**src/rtl/zsed_pkg.sv**
```systemverilog
`timescale 1ns / 1ps
// ----------------------------------------------------------------------------
// zsed_pkg: shared types and constants of the stored-entry deframer
// Result record layout, kind and error codes, header constants and queue size.
// ----------------------------------------------------------------------------
package zsed_pkg;

    localparam int          NAME_CAP      = 96;
    localparam logic [31:0] LOCAL_SIG     = 32'h04034b50;
    localparam logic [4:0]  HDR_LAST_POS  = 5'd29;
    localparam logic [7:0]  SLASH         = 8'h2f;
    localparam int          QUEUE_DEPTH   = 4;

    localparam logic [2:0] KIND_NAME     = 3'd0;
    localparam logic [2:0] KIND_START    = 3'd1;
    localparam logic [2:0] KIND_PAYLOAD  = 3'd2;
    localparam logic [2:0] KIND_DIR_SKIP = 3'd3;
    localparam logic [2:0] KIND_FINISHED = 3'd4;
    localparam logic [2:0] KIND_ERROR    = 3'd5;

    localparam logic [1:0] ERR_NONE      = 2'd0;
    localparam logic [1:0] ERR_NAME_LEN  = 2'd1;
    localparam logic [1:0] ERR_METHOD    = 2'd2;
    localparam logic [1:0] ERR_TRUNCATED = 2'd3;

    localparam logic [1:0] WR_NONE = 2'd0;
    localparam logic [1:0] WR_ONE  = 2'd1;
    localparam logic [1:0] WR_TWO  = 2'd2;

    typedef struct packed {
        logic [2:0]  kind;
        logic [7:0]  data_byte_res;
        logic [6:0]  name_index;
        logic [6:0]  base_offset;
        logic [31:0] payload_size;
        logic        last_payload;
        logic [1:0]  error_code;
    } t_result;

    // Results produced by the parser for one accepted beat.
    typedef struct packed {
        logic [1:0] cnt;
        t_result    res0;
        t_result    res1;
    } t_front_out;

    function automatic t_result res_finish();
        t_result r;
        r      = '0;
        r.kind = KIND_FINISHED;
        return r;
    endfunction

    function automatic t_result res_fail(input logic [1:0] code);
        t_result r;
        r            = '0;
        r.kind       = KIND_ERROR;
        r.error_code = code;
        return r;
    endfunction

endpackage

```
**src/rtl/zsed_parser.sv**
```systemverilog
`timescale 1ns / 1ps
// ----------------------------------------------------------------------------
// zsed_parser: header parser and entry sequencer
// Consumes one archive beat per cycle while i_accept is high and emits zero, one or two results.
// ----------------------------------------------------------------------------
module zsed_parser (
    input  logic                  i_clk,
    input  logic                  i_rst_n,
    input  logic                  i_accept,
    input  logic [7:0]            i_data_byte,
    input  logic                  i_stream_end,
    output zsed_pkg::t_front_out  o_wr
);
    import zsed_pkg::*;

    typedef enum logic [6:0] {
        PH_HEADER  = 7'b0000001,
        PH_NAME    = 7'b0000010,
        PH_EXTRA   = 7'b0000100,
        PH_PAYLOAD = 7'b0001000,
        PH_SKIP    = 7'b0010000,
        PH_DONE    = 7'b0100000,
        PH_ERROR   = 7'b1000000
    } t_phase;

    typedef struct packed {
        t_phase     ph;
        t_result    res;
        logic [1:0] err;
    } t_settle;

    t_phase      r_phase, n_phase;
    logic [4:0]  r_hp, n_hp;
    logic [15:0] r_method, n_method;
    logic [31:0] r_size, n_size;
    logic [15:0] r_name_len, n_name_len;
    logic [15:0] r_extra_len, n_extra_len;
    logic [31:0] r_remain, n_remain;
    logic [6:0]  r_slash_ofs, n_slash_ofs;
    logic        r_was_slash, n_was_slash;
    logic [1:0]  r_err, n_err;

    // Decide directory skip, method error or entry start once name/extra are done.
    function automatic t_settle settle(input logic s, input logic [15:0] m,
                                       input logic [31:0] e, input logic [6:0] base);
        t_settle st;
        st     = '0;
        st.ph  = PH_HEADER;
        st.err = ERR_NONE;
        if (s) begin
            st.res.kind = KIND_DIR_SKIP;
            st.ph       = (e != 32'd0) ? PH_SKIP : PH_HEADER;
        end else if (m != 16'd0) begin
            st.res = res_fail(ERR_METHOD);
            st.ph  = PH_ERROR;
            st.err = ERR_METHOD;
        end else begin
            st.res.kind         = KIND_START;
            st.res.base_offset  = base;
            st.res.payload_size = e;
            st.ph               = (e != 32'd0) ? PH_PAYLOAD : PH_HEADER;
        end
        return st;
    endfunction

    t_settle     st;
    logic [31:0] remain_dec;
    logic [31:0] idx_next;
    logic [7:0]  sig_byte;

    always_comb begin
        n_phase     = r_phase;
        n_hp        = r_hp;
        n_method    = r_method;
        n_size      = r_size;
        n_name_len  = r_name_len;
        n_extra_len = r_extra_len;
        n_remain    = r_remain;
        n_slash_ofs = r_slash_ofs;
        n_was_slash = r_was_slash;
        n_err       = r_err;
        o_wr        = '0;
        o_wr.cnt    = WR_NONE;
        st          = '0;
        remain_dec  = r_remain - 32'd1;
        idx_next    = r_remain + 32'd1;
        sig_byte    = LOCAL_SIG[{r_hp[1:0], 3'b000} +: 8];

        if (i_accept) begin
            case (r_phase)
                PH_DONE: begin
                    o_wr.cnt  = WR_ONE;
                    o_wr.res0 = res_finish();
                end
                PH_ERROR: begin
                    o_wr.cnt  = WR_ONE;
                    o_wr.res0 = res_fail(r_err);
                end
                default: begin
                    if (i_stream_end) begin
                        case (r_phase)
                            PH_NAME, PH_PAYLOAD: begin
                                o_wr.cnt  = WR_ONE;
                                o_wr.res0 = res_fail(ERR_TRUNCATED);
                                n_phase   = PH_ERROR;
                                n_err     = ERR_TRUNCATED;
                            end
                            PH_EXTRA: begin
                                if (r_was_slash) begin
                                    o_wr.cnt  = WR_ONE;
                                    o_wr.res0 = res_finish();
                                    n_phase   = PH_DONE;
                                    n_err     = ERR_NONE;
                                end else begin
                                    st        = settle(r_was_slash, r_method, r_size,
                                                       r_slash_ofs);
                                    o_wr.res0 = st.res;
                                    if (st.ph == PH_ERROR) begin
                                        o_wr.cnt = WR_ONE;
                                        n_phase  = PH_ERROR;
                                        n_err    = ERR_METHOD;
                                    end else if (st.ph == PH_PAYLOAD) begin
                                        o_wr.cnt  = WR_TWO;
                                        o_wr.res1 = res_fail(ERR_TRUNCATED);
                                        n_phase   = PH_ERROR;
                                        n_err     = ERR_TRUNCATED;
                                    end else begin
                                        o_wr.cnt  = WR_TWO;
                                        o_wr.res1 = res_finish();
                                        n_phase   = PH_DONE;
                                        n_err     = ERR_NONE;
                                    end
                                end
                            end
                            default: begin
                                o_wr.cnt  = WR_ONE;
                                o_wr.res0 = res_finish();
                                n_phase   = PH_DONE;
                                n_err     = ERR_NONE;
                            end
                        endcase
                    end else begin
                        case (r_phase)
                            PH_HEADER: begin
                                if (r_hp == 5'd0) begin
                                    n_method    = '0;
                                    n_size      = '0;
                                    n_name_len  = '0;
                                    n_extra_len = '0;
                                    n_slash_ofs = '0;
                                    n_was_slash = 1'b0;
                                end
                                if (r_hp < 5'd4 && i_data_byte != sig_byte) begin
                                    o_wr.cnt  = WR_ONE;
                                    o_wr.res0 = res_finish();
                                    n_phase   = PH_DONE;
                                    n_err     = ERR_NONE;
                                end else begin
                                    case (r_hp)
                                        5'd8:    n_method[7:0]     = i_data_byte;
                                        5'd9:    n_method[15:8]    = i_data_byte;
                                        5'd18:   n_size[7:0]       = i_data_byte;
                                        5'd19:   n_size[15:8]      = i_data_byte;
                                        5'd20:   n_size[23:16]     = i_data_byte;
                                        5'd21:   n_size[31:24]     = i_data_byte;
                                        5'd26:   n_name_len[7:0]   = i_data_byte;
                                        5'd27:   n_name_len[15:8]  = i_data_byte;
                                        5'd28:   n_extra_len[7:0]  = i_data_byte;
                                        5'd29:   n_extra_len[15:8] = i_data_byte;
                                        default: ;
                                    endcase
                                    if (r_hp == HDR_LAST_POS) begin
                                        n_hp = 5'd0;
                                        if (r_name_len == 16'd0 ||
                                            r_name_len >= 16'(NAME_CAP)) begin
                                            o_wr.cnt  = WR_ONE;
                                            o_wr.res0 = res_fail(ERR_NAME_LEN);
                                            n_phase   = PH_ERROR;
                                            n_err     = ERR_NAME_LEN;
                                        end else begin
                                            n_phase  = PH_NAME;
                                            n_remain = '0;
                                        end
                                    end else begin
                                        n_hp = r_hp + 5'd1;
                                    end
                                end
                            end
                            PH_NAME: begin
                                o_wr.cnt                = WR_ONE;
                                o_wr.res0.kind          = KIND_NAME;
                                o_wr.res0.data_byte_res = i_data_byte;
                                o_wr.res0.name_index    = r_remain[6:0];
                                n_was_slash             = (i_data_byte == SLASH);
                                if (i_data_byte == SLASH) begin
                                    n_slash_ofs = idx_next[6:0];
                                end
                                if (idx_next >= {16'd0, r_name_len}) begin
                                    if (r_extra_len != 16'd0) begin
                                        n_phase  = PH_EXTRA;
                                        n_remain = {16'd0, r_extra_len};
                                    end else begin
                                        st        = settle(n_was_slash, r_method, r_size,
                                                           n_slash_ofs);
                                        o_wr.cnt  = WR_TWO;
                                        o_wr.res1 = st.res;
                                        n_phase   = st.ph;
                                        n_err     = st.err;
                                        n_hp      = 5'd0;
                                        n_remain  = r_size;
                                    end
                                end else begin
                                    n_remain = idx_next;
                                end
                            end
                            PH_EXTRA: begin
                                n_remain = remain_dec;
                                if (remain_dec == 32'd0) begin
                                    st        = settle(r_was_slash, r_method, r_size,
                                                       r_slash_ofs);
                                    o_wr.cnt  = WR_ONE;
                                    o_wr.res0 = st.res;
                                    n_phase   = st.ph;
                                    n_err     = st.err;
                                    n_hp      = 5'd0;
                                    n_remain  = r_size;
                                end
                            end
                            PH_PAYLOAD: begin
                                o_wr.cnt                = WR_ONE;
                                o_wr.res0.kind          = KIND_PAYLOAD;
                                o_wr.res0.data_byte_res = i_data_byte;
                                o_wr.res0.last_payload  = (r_remain == 32'd1);
                                n_remain                = remain_dec;
                                if (remain_dec == 32'd0) begin
                                    n_phase = PH_HEADER;
                                    n_hp    = 5'd0;
                                end
                            end
                            PH_SKIP: begin
                                n_remain = remain_dec;
                                if (remain_dec == 32'd0) begin
                                    n_phase = PH_HEADER;
                                    n_hp    = 5'd0;
                                end
                            end
                            default: ;
                        endcase
                    end
                end
            endcase
        end
    end

    always_ff @(posedge i_clk) begin
        if (!i_rst_n) begin
            r_phase     <= PH_HEADER;
            r_hp        <= '0;
            r_method    <= '0;
            r_size      <= '0;
            r_name_len  <= '0;
            r_extra_len <= '0;
            r_remain    <= '0;
            r_slash_ofs <= '0;
            r_was_slash <= 1'b0;
            r_err       <= ERR_NONE;
        end else begin
            r_phase     <= n_phase;
            r_hp        <= n_hp;
            r_method    <= n_method;
            r_size      <= n_size;
            r_name_len  <= n_name_len;
            r_extra_len <= n_extra_len;
            r_remain    <= n_remain;
            r_slash_ofs <= n_slash_ofs;
            r_was_slash <= n_was_slash;
            r_err       <= n_err;
        end
    end

endmodule

```
**src/rtl/zsed_result_queue.sv**
```systemverilog
`timescale 1ns / 1ps
// ----------------------------------------------------------------------------
// zsed_result_queue: result queue between parser and consumer
// Takes up to two results per cycle, hands out the oldest one per pop.
// ----------------------------------------------------------------------------
module zsed_result_queue (
    input  logic                  i_clk,
    input  logic                  i_rst_n,
    input  zsed_pkg::t_front_out  i_wr,
    input  logic                  i_pop,
    output logic                  o_full,
    output logic                  o_empty,
    output zsed_pkg::t_result     o_head
);
    import zsed_pkg::*;

    localparam int PW = $clog2(QUEUE_DEPTH);
    localparam int CW = $clog2(QUEUE_DEPTH + 1);

    t_result       r_mem [QUEUE_DEPTH];
    logic [PW-1:0] r_wp, n_wp;
    logic [PW-1:0] r_rp, n_rp;
    logic [CW-1:0] r_count, n_count;
    logic [PW-1:0] wp_second;
    logic          pop_ok;

    assign o_empty   = (r_count == '0);
    // Hold off the parser unless two free slots remain.
    assign o_full    = (r_count > CW'(QUEUE_DEPTH - 2));
    assign o_head    = r_mem[r_rp];
    assign pop_ok    = i_pop && !o_empty;
    assign wp_second = r_wp + PW'(1);

    always_comb begin
        n_wp    = r_wp + PW'(i_wr.cnt);
        n_rp    = r_rp + PW'(pop_ok);
        n_count = r_count + CW'(i_wr.cnt) - CW'(pop_ok);
    end

    always_ff @(posedge i_clk) begin
        if (i_wr.cnt != WR_NONE) begin
            r_mem[r_wp] <= i_wr.res0;
        end
        if (i_wr.cnt == WR_TWO) begin
            r_mem[wp_second] <= i_wr.res1;
        end
    end

    always_ff @(posedge i_clk) begin
        if (!i_rst_n) begin
            r_wp    <= '0;
            r_rp    <= '0;
            r_count <= '0;
        end else begin
            r_wp    <= n_wp;
            r_rp    <= n_rp;
            r_count <= n_count;
        end
    end

endmodule

```
**src/rtl/zip_stored_entry_deframer_core.sv**
```systemverilog
`timescale 1ns / 1ps
// Each result is registered in the result queue and read combinationally from its head.
// Throughput: one beat per cycle while full is low; the parser state updates every cycle.
// The four-entry result queue stalls input (full) when fewer than two slots are free.
// Reset: synchronous, active low; parser returns to header phase, queue empties.
// No clearing pass: the block is ready in the first cycle after reset.
// ----------------------------------------------------------------------------
// zip_stored_entry_deframer_core: ZIP local-header deframer for stored entries
// Parses 30-byte local headers, passes name bytes, reports stored payloads.
// ----------------------------------------------------------------------------
module zip_stored_entry_deframer_core (
    input  logic        i_clk,
    input  logic        i_rst_n,
    // archive side
    input  logic        push,
    output logic        full,
    input  logic [7:0]  i_data_byte,
    input  logic        i_stream_end,
    // result side
    output logic        empty,
    input  logic        pop,
    output logic [2:0]  o_kind,
    output logic [7:0]  o_data_byte_res,
    output logic [6:0]  o_name_index,
    output logic [6:0]  o_base_offset,
    output logic [31:0] o_payload_size,
    output logic        o_last_payload,
    output logic [1:0]  o_error_code
);
    import zsed_pkg::*;

    t_front_out wr;
    t_result    head;
    logic       accept;

    // Take a beat only when the queue can absorb the worst case of two results.
    assign accept = push && !full;

    // Front: classify each beat against the header/name/extra/payload phase
    // and emit name bytes, entry start, directory skip, payload bytes or a sticky end result.
    zsed_parser u_parser (
        .i_clk        (i_clk),
        .i_rst_n      (i_rst_n),
        .i_accept     (accept),
        .i_data_byte  (i_data_byte),
        .i_stream_end (i_stream_end),
        .o_wr         (wr)
    );

    // Back: buffer results so the consumer may stall without losing beats.
    zsed_result_queue u_queue (
        .i_clk   (i_clk),
        .i_rst_n (i_rst_n),
        .i_wr    (wr),
        .i_pop   (pop),
        .o_full  (full),
        .o_empty (empty),
        .o_head  (head)
    );

    // Drive the result ports from the queue head.
    assign o_kind          = head.kind;
    assign o_data_byte_res = head.data_byte_res;
    assign o_name_index    = head.name_index;
    assign o_base_offset   = head.base_offset;
    assign o_payload_size  = head.payload_size;
    assign o_last_payload  = head.last_payload;
    assign o_error_code    = head.error_code;

endmodule

```
**config.mk**
```make
export PLATFORM = sky130hd
export DESIGN_NAME = zip_stored_entry_deframer_core
export DESIGN_NICKNAME = d
export VERILOG_FILES = /design/src/rtl/zsed_pkg.sv /design/src/rtl/zsed_parser.sv /design/src/rtl/zsed_result_queue.sv /design/src/rtl/zip_stored_entry_deframer_core.sv
export SDC_FILE = /design/constraint.sdc
export NUM_CORES = 1
export LEC_CHECK = 0
export ABC_AREA = 1
export BUFFER_PORTS_ARGS = -buffer_cell sky130_fd_sc_hd__buf_2
export CORE_MARGIN = 1
export CORE_UTILIZATION = 40
export DETAILED_ROUTE_END_ITERATION = 10
export GPL_TIMING_DRIVEN = 1
export HOLD_SLACK_MARGIN = 0.12
export SKIP_LAST_GASP = 1
export SLEW_MARGIN = 0
export SYNTH_ARGS = -nofsm -noshare
export SYNTH_HDL_FRONTEND = slang
export SYNTH_HIERARCHICAL = 1
export SYNTH_SLANG_ARGS = --single-unit
```
**constraint.sdc**
```tcl
create_clock -name i_clk -period 8.65 [get_ports i_clk]
set_input_delay 1.73 -clock i_clk [delete_from_list [all_inputs] [get_ports i_clk]]
set_output_delay 1.73 -clock i_clk [all_outputs]
set_load 0.005 [all_outputs]
```
==> results.json, run 1 <==
{
  "ys_warn_count": 6,
  "fmax_mhz": 162.0,
  "finalHoldViolations": 0,
  "worstSetupEndpointType": "flop",
  "cts.repair.resized": 0,
  "fin_skew_ps": 21.35,
  "regArea_um2": 10030,
  "r2r-end": "u_queue/r_mem[1][36]$_DFFE_PP_",
  "irDropWorstVdd_v": 0.0003269,
  "ant_nets": 0,
  "r2r_slack_ps": 2480,
  "worst_slack_ps": 2477,
  "drv_slew": 0,
  "fin_crit_sh_pct": 71.36,
  "instances_no_fill": 3946,
  "use_met2_pct": 40.94,
  "r2r_cells": 22,
  "drc": 0,
  "grt_pass1_vias": 20230,
  "holdPathEnd": "u_parser/r_err[1]$_SDFFE_PN0P_",
  "hold_depth": 2,
  "start_util_pct": 40.56,
  "synth_cell_types": 45,
  "rsz0062_at_grt": "no",
  "hp-start": "u_parser/r_err[1]$_SDFFE_PN0P_",
  "synthArstFlopShare_pct": 0,
  "cts_hold_buf": 0,
  "synth_top_flop_cell": "edfxtp_1",
  "via_per_inst": 5.430,
  "synth_top_area_cell": "edfxtp_1",
  "root_buffer": "clkbuf_16",
  "met1_usage_pct": 34.10,
  "p_per_area_nw_per_um2": 260.4,
  "area_growth_pct": 8.591,
  "critPathMaxFanout": 54,
  "io_buffers": 74,
  "place.gp.congestion": 0.9689,
  "die-area_um2": 59590,
  "maxCapViolCount": 0,
  "cts_max_path_buffers": 3,
  "clk_latency_ps": 590,
  "netlist_top_cells_area": "edfxtp_1 (31%), dfxtp_1 (12%), nand2_1 (11%), nor2_1 (6.5%), inv_1 (6.1%)",
  "p_leak_nw": 9.342,
  "wl_per_cell_um": 19.27,
  "syn_avg_cell_area_um2": 7.383,
  "totalWireLength_um": 76050,
  "cp-start-kind": "flop",
  "cts_tree": "yes",
  "required_ps": 8860,
  "fillers": 5861,
  "multi_input_area_um2": 10890,
  "overflow": 0,
  "clk_pin_slew_ps": 60,
  "status": "complete, no violations",
  "synth_largest_type_area_fraction_pct": 30.73,
  "synth_edf_count": 240,
  "synth_cells": 3176,
  "clock_sinks": 381,
  "num_io_pins": 75,
  "cts_setup_buffers": 0,
  "layout-drive-gt1-share_pct": 9.874,
  "drt_first_pass_iters": 6,
  "tns_ps": 0,
  "setup_viol": 0,
  "antenna_found_initial": 2,
  "dp_hpwl_um": 51420,
  "dp.cells": 3863,
  "reg2reg_from": "u_parser/r_remain[2]$_SDFFE_PN0P_",
  "grt_max_degree": 102,
  "num_vias": 21430,
  "met3_usage_pct": 4.554,
  "num_rows": 88,
  "nets": 3185,
  "synth-seq-cells": 381,
  "grt_pass1_wl_um": 118700,
  "place_ws_ps": 2517,
  "track_usage_pct": 25.50,
  "hp-class": "flop to flop",
  "tightest_slew_ps": 1211,
  "min_period_ps": 6173,
  "grt.busiest_layer": "met2",
  "die_w_um": 244.1,
  "ys_seq_area_share_pct": 42.77,
  "drt_iter0_drc": 2180,
  "worstSetupPathType": "flop to flop",
  "syn_area_um2": 23450,
  "slew_headroom_pct": 18.63,
  "fp.dieH_um": 244.1,
  "fin_util_pct": 44.05,
  "core_area_um2": 57810,
  "crit_arrival_ps": 6390,
  "cts_max_level": 2,
  "numCtsBuffers": 44
}
flip-flops by register name, summed over array words and instances, names as in the netlist:
| name | count |
|---|---|
| u_queue/r_rp | 2 |
| u_queue/r_wp | 2 |
| u_parser/r_err | 2 |
| u_parser/r_name_len | 16 |
| u_parser/r_method | 16 |
| u_parser/r_remain | 32 |
| u_parser/r_was_slash | 1 |
| u_queue/r_count | 3 |
| u_parser/r_hp | 5 |
| u_parser/r_extra_len | 16 |
| u_queue/r_mem | 240 |
| u_parser/r_slash_ofs | 7 |
| u_parser/r_size | 32 |
| u_parser/r_phase | 7 |
Yosys cell counts (2+ instances only):
cell type  instances
nand2_1          697
nor2_1           404
inv_1            382
o21ai_0          274
edfxtp_1         240
nand3_1          149
o22ai_1          143
dfxtp_1          141
o21ai_1          109
nor3_1            94
a21oi_1           86
clkbuf_1          73
buf_2             51
nand4_1           49
o21ai_2           40
buf_6             38
ha_1              27
buf_4             26
nor2_4            21
nor2_2            17
xor2_1            17
nand2_2           16
nor4_1            13
inv_2             11
nor3_2            11
a211oi_1           7
clkinv_1           6
nand3_2            5
nor4_2             4
o211ai_1           4
a31oi_1            3
nand2_4            2
nand3_4            2
nor2_8             2
o31ai_1            2
report_power, final:
group	internal [mW]	switching (mW)	total [mW]	leakage, nW
Sequential	2.21	0.139	2.34	3.40
Combinational	0.631	1.67	2.30	5.18
Clock	1.19	0.797	1.98	0.759
metal layers:
metal  wire length [um]  vias to the layer above  share of wire, %
met5                 13                        -             0.017
met4               2797                        2               3.7
met3               6067                      164               8.0
met2              34580                      796                45
met1              32580                     9991                43
li1                   -                    10470                 -
layout make-up:
class	count	area share [%]
multi-input combinational	2221	42.77
sequential	381	39.41
inverter	400	5.906
clock buffer	51	4.589
tap	765	3.759
timing repair buffer	96	2.103
clock inverter	31	1.450
antenna	1	0.009828
cell usage in the layout, fill, tap and decap left out, drive strengths merged, types with 3 or more instances in the layout:
| master | synthesis | routed |
|---|---|---|
| clkbuf | 74 | 51 |
| inv | 393 | 396 |
| edfxtp | 240 | 240 |
| conb | 1 | 16 |
| nor3 | 105 | 105 |
| a31oi | 3 | 3 |
| dfxtp | 141 | 141 |
| nand3 | 156 | 156 |
| nand4 | 49 | 49 |
| nand2 | 715 | 715 |
| nor2 | 444 | 444 |
| nor4 | 17 | 17 |
| o211ai | 4 | 4 |
| a21oi | 86 | 86 |
| buf | 115 | 96 |
| xor2 | 17 | 17 |
| clkinv | 7 | 27 |
| ha | 27 | 27 |
| o21ai | 423 | 423 |
| a211oi | 7 | 7 |
| o31ai | 3 | 3 |
| o22ai | 143 | 143 |
| bufinv | 0 | 7 |
metrics by stage:
step	instance area, um2	power [mW]	hold slack (ps)
floorplan	23510	3.861	439.5
global placement	23920	4.647	456.2
detailed placement	23920	4.658	462.0
CTS	25460	6.643	472.7
global route	25460	7.019	505.8
finish	25460	6.630	479.4
critical path, stage by stage (launching register included):
cell and delay, ps:
dfxtp_1 620, nand3_1 230, nor2_1 340, nand2_1 130
xor2_1 220, inv_1 70, ha_1 290, a21oi_1 70
o31a_1 230, nand2_1 60, nand2_1 40, nand2_1 110
inv_1 90, nand3_4 230, clkinv_2 210, nor2_4 330
nor2_1 120, a21oi_1 310, inv_2 100, nor2_4 230
nand2_4 360, nand2_2 760, buf_4 620
how the worst max path moves through the flow:
stage,cells after the start,startpoint,slack (ps),to
global placement,22,u_parser/r_remain[2]$_SDFFE_PN0P_,2580,u_queue/r_mem[1][25]$_DFFE_PP_
finish,22,u_parser/r_remain[2]$_SDFFE_PN0P_,2480,u_queue/r_mem[1][36]$_DFFE_PP_
detailed placement,22,u_parser/r_remain[2]$_SDFFE_PN0P_,2520,u_queue/r_mem[1][25]$_DFFE_PP_
floorplan,23,u_parser/r_remain[0]$_SDFFE_PN0P_,450,u_queue/r_mem[3][0]$_DFFE_PP_
global route,24,u_parser/r_remain[2]$_SDFFE_PN0P_,1900,u_queue/r_mem[1][36]$_DFFE_PP_
CTS,22,u_parser/r_remain[2]$_SDFFE_PN0P_,2500,u_queue/r_mem[1][36]$_DFFE_PP_
cells by family after synthesis:
kind of cell               after synthesis  share of synthesized area (%)
adders and majority gates               28                          1.526
DFF                                    381                          42.77
buffers and inverters                  589                          11.34
and+or+nand+nor                       1489                          27.77
other                                    1                        0.01599
AOI/OAI and AO/OA                      671                          15.94
xor gates and xnor gates                17                         0.6350
No activity file was read; power rests on OpenSTA's default activity.
==> inputs of run 2 (changes only) <==
--- a/config.mk
+++ b/config.mk
@@ -5,7 +5,7 @@
 export SDC_FILE = /design/constraint.sdc
 export NUM_CORES = 1
 export LEC_CHECK = 0
-export ABC_AREA = 1
+export ABC_AREA = 0
 export BUFFER_PORTS_ARGS = -buffer_cell sky130_fd_sc_hd__buf_2
 export CORE_MARGIN = 1
 export CORE_UTILIZATION = 40
==> constraint.sdc (replaced) <==
create_clock -name i_clk -period 5.7 [get_ports i_clk]
set_input_delay 1.14 -clock i_clk [delete_from_list [all_inputs] [get_ports i_clk]]
set_output_delay 1.14 -clock i_clk [all_outputs]
set_load 0.005 [all_outputs]
==> run 2 against run 1 <==
Against the previous run: highest routed layer unchanged; critical path type unchanged; synthesized area shrank 6.3%; synthesized cell count shrank 40%; clock power grew 46%; design area shrank 3.2%; register-to-register slack lost 2300 ps; largest cell class unchanged; worst setup slack lost 2300 ps; clock skew grew 3.4 ps; sequential cell count is the same.
==> results.json, run 2 <==
{
  "switching_power_mw": 2.315,
  "drv_slew": 0,
  "layout_common_cells": "edfxtp_1 (240), mux2_2 (199), dfxtp_1 (138)",
  "numCtsBuffers": 45,
  "netlist_top_cells_area": "edfxtp_1 (33%), dfxtp_1 (13%), mux2_2 (10%), mux4_2 (6.2%), a22oi_1 (3.4%)",
  "drt_first_pass_iters": 5,
  "synth_cells": 1910,
  "start_util_pct": 40.65,
  "synth_edf_count": 240,
  "synth_top_flop_cell": "edfxtp_1",
  "synth_most_common_cell": "edfxtp_1",
  "power_frac_seq_pct": 42.4,
  "critPathMaxFanout": 48,
  "p_leak_nw": 8.951,
  "num_rows": 85,
  "place.gp.congestion": 0.9736,
  "fin_hold_ws_ps": 464.0,
  "core_area_um2": 54030,
  "required_ps": 6030,
  "clock_sinks": 381,
  "slew_headroom_pct": 35.91,
  "status": "complete, no violations",
  "fin_skew_ps": 24.73,
  "synth-seq-cells": 381,
  "cts_max_level": 2,
  "fp.dieH_um": 236.3,
  "dpl_cell_area_um2": 23120,
  "ys_seq_area_share_pct": 45.67,
  "num_vias": 16140,
  "num_io_pins": 75,
  "antenna_found_initial": 2,
  "grt_pass1_vias": 15870,
  "area_growth_pct": 12.20,
  "die_w_um": 236.3,
  "wl_met1_um": 28720,
  "dp_hpwl_um": 43320,
  "root_buffer": "clkbuf_16",
  "syn_area_um2": 21960,
  "ys_warn_count": 6,
  "clk_latency_ps": 590,
  "totalWireLength_um": 65090,
  "grt_max_degree": 79,
  "nets": 1990,
  "overflow": 0,
  "track_usage_pct": 22.84,
  "dp.cells": 2597,
  "instances_no_fill": 2682,
  "worstSetupEndpointType": "flop",
  "clk_pin_slew_ps": 60,
  "highest_layer": "met5",
  "fin_crit_sh_pct": 97.27,
  "layout-drive-gt1-share_pct": 28.21,
  "top_register": "u_queue/r_mem",
  "ant_nets": 0,
  "hp-class": "flop to flop",
  "synth_cell_types": 92,
  "synth_top_area_cell": "edfxtp_1",
  "p_int_mw": 5.777,
  "die-area_um2": 55840,
  "maxCapViolCount": 0,
  "top_regs": "u_queue/r_mem: 240 flops, u_parser/r_remain: 32 flops, u_parser/r_size: 32 flops",
  "synthArstFlopShare_pct": 0,
  "final_area_um2": 24640,
  "met2_length_um": 30610,
  "grt_pass1_wl_um": 97720,
  "cp-start-kind": "flop",
  "clkPwrFrac_pct": 35.7,
  "setup_viol": 0,
  "synth_largest_type_area_fraction_pct": 32.82,
  "power_mw": 8.092,
  "pwr-share-comb_pct": 21.9,
  "p_per_area_nw_per_um2": 328.4,
  "wl_per_cell_um": 24.27,
  "min_period_ps": 5544,
  "route.met3.wl_um": 4262,
  "finalHoldViolations": 0,
  "final_common_cell": "edfxtp_1",
  "irDropWorstVdd_v": 0.0002334,
  "io_buffers": 74,
  "rsz0062_at_grt": "yes",
  "synthTopCellsByCount": "edfxtp_1 (240), mux2_2 (199), dfxtp_1 (141)",
  "crit_arrival_ps": 5870,
  "via_per_inst": 6.016,
  "drt_iter0_drc": 1586,
  "worstSetupPathType": "flop to flop",
  "largest_reg_flops": 240,
  "cts_tree": "yes",
  "switching_share_pct": 28.61,
  "tightest_slew_ps": 954.0,
  "fin_util_pct": 45.61,
  "fmax_mhz": 180.4,
  "cts_max_path_buffers": 3,
  "drc": 0,
  "syn_avg_cell_area_um2": 11.50
}
run 2: changes by cell type in the layout (fill, tap and decap cells not counted), moves of 100 or more:
cell,change
inv_1,-348
mux2_2,+199
nand2_1,-599
nand3_1,-116
nor2_1,-333
o21ai_0,-231
o21ai_1,-100
o22ai_1,-138
run 2: final cells by class:
class                           count  area (um2)
Sequential cell                   381       10040
Timing Repair Buffer              147        1069
Clock inverter                     22       214.0
Inverter                           32       120.1
Multi-Input combinational cell   1342       11070
Fill cell                        4964       29390
Clock buffer                       61        1257
Antenna cell                        1       2.502
Tap cell                          696       870.8
run 2: worst max-delay path: stages, from the launching register on:
cell	delay [ps]
dfxtp_1	490
ha_1	310
and4_1	300
and2_2	280
nand3_1	120
xnor2_1	230
ha_1	270
nand2_1	70
o21ai_0	100
a31oi_1	160
o2111ai_1	150
or4_1	560
or2_1	300
a21oi_1	290
buf_4	210
nor4_1	80
o22ai_1	260
buf_12	180
nand4b_1	160
clkbuf_16	340
mux2_2	380
run 2: metrics by stage:
| step | setup WS [ps] | setup TNS, ps |
|---|---|---|
| finish | 155.8 | 0 |
| floorplan | -264.4 | -31720 |
| global route | -34.05 | -484.8 |
| detailed placement | 147.9 | 0 |
| CTS | 115.0 | 0 |
| global placement | 218.4 | 0 |
run 2: logic make-up (layout without fill, tap and decap cells):
group,after synthesis,count (layout),synth area share [%]
simple gates,618,618,16.37
fa+ha+maj,28,28,1.629
compound gates,321,321,10.15
flops,381,381,45.67
mux,315,315,19.83
buf+inv,202,262,4.455
other cells,1,17,0.01708
xor+xnor,44,44,1.880
run 2: power groups by stage:
stage               clock network (mW)  logic (mW)  registers [mW]
global route                      3.04        1.90            3.47
CTS                               2.94        1.77            3.44
global placement                     0        1.76            3.48
detailed placement                   0        1.77            3.50
finish                            2.89        1.77            3.43
floorplan                            0        1.23            3.36
run 2: layer usage:
layer,up-vias,track usage (%)
met1,8112,31.23
met2,592,37.07
met4,2,6.415
li1,7328,-
met5,-,0
met3,101,3.979
run 2: final timing paths:
kind | cells after the start | endpoint | start | slack [ps]
worst min register to register | 2 | u_parser/r_err[1]$_SDFFE_PN0P_ | u_parser/r_err[1]$_SDFFE_PN0P_ | 460
worst max-delay path | 20 | u_queue/r_mem[0][9]$_DFFE_PP_ | u_parser/r_remain[1]$_SDFFE_PN0P_ | 160
worst max register to register | 20 | u_queue/r_mem[0][9]$_DFFE_PP_ | u_parser/r_remain[1]$_SDFFE_PN0P_ | 160
worst min-delay path | 2 | u_parser/r_err[1]$_SDFFE_PN0P_ | u_parser/r_err[1]$_SDFFE_PN0P_ | 460
run 2: timing repair:
action / CTS / global route
hold buffers: 0 / 0
resized for setup: 0 / 9
buffers inserted: 0 / 0
setup endpoints to repair: 0 / 323
endpoints found under the hold margin: 0 / 0
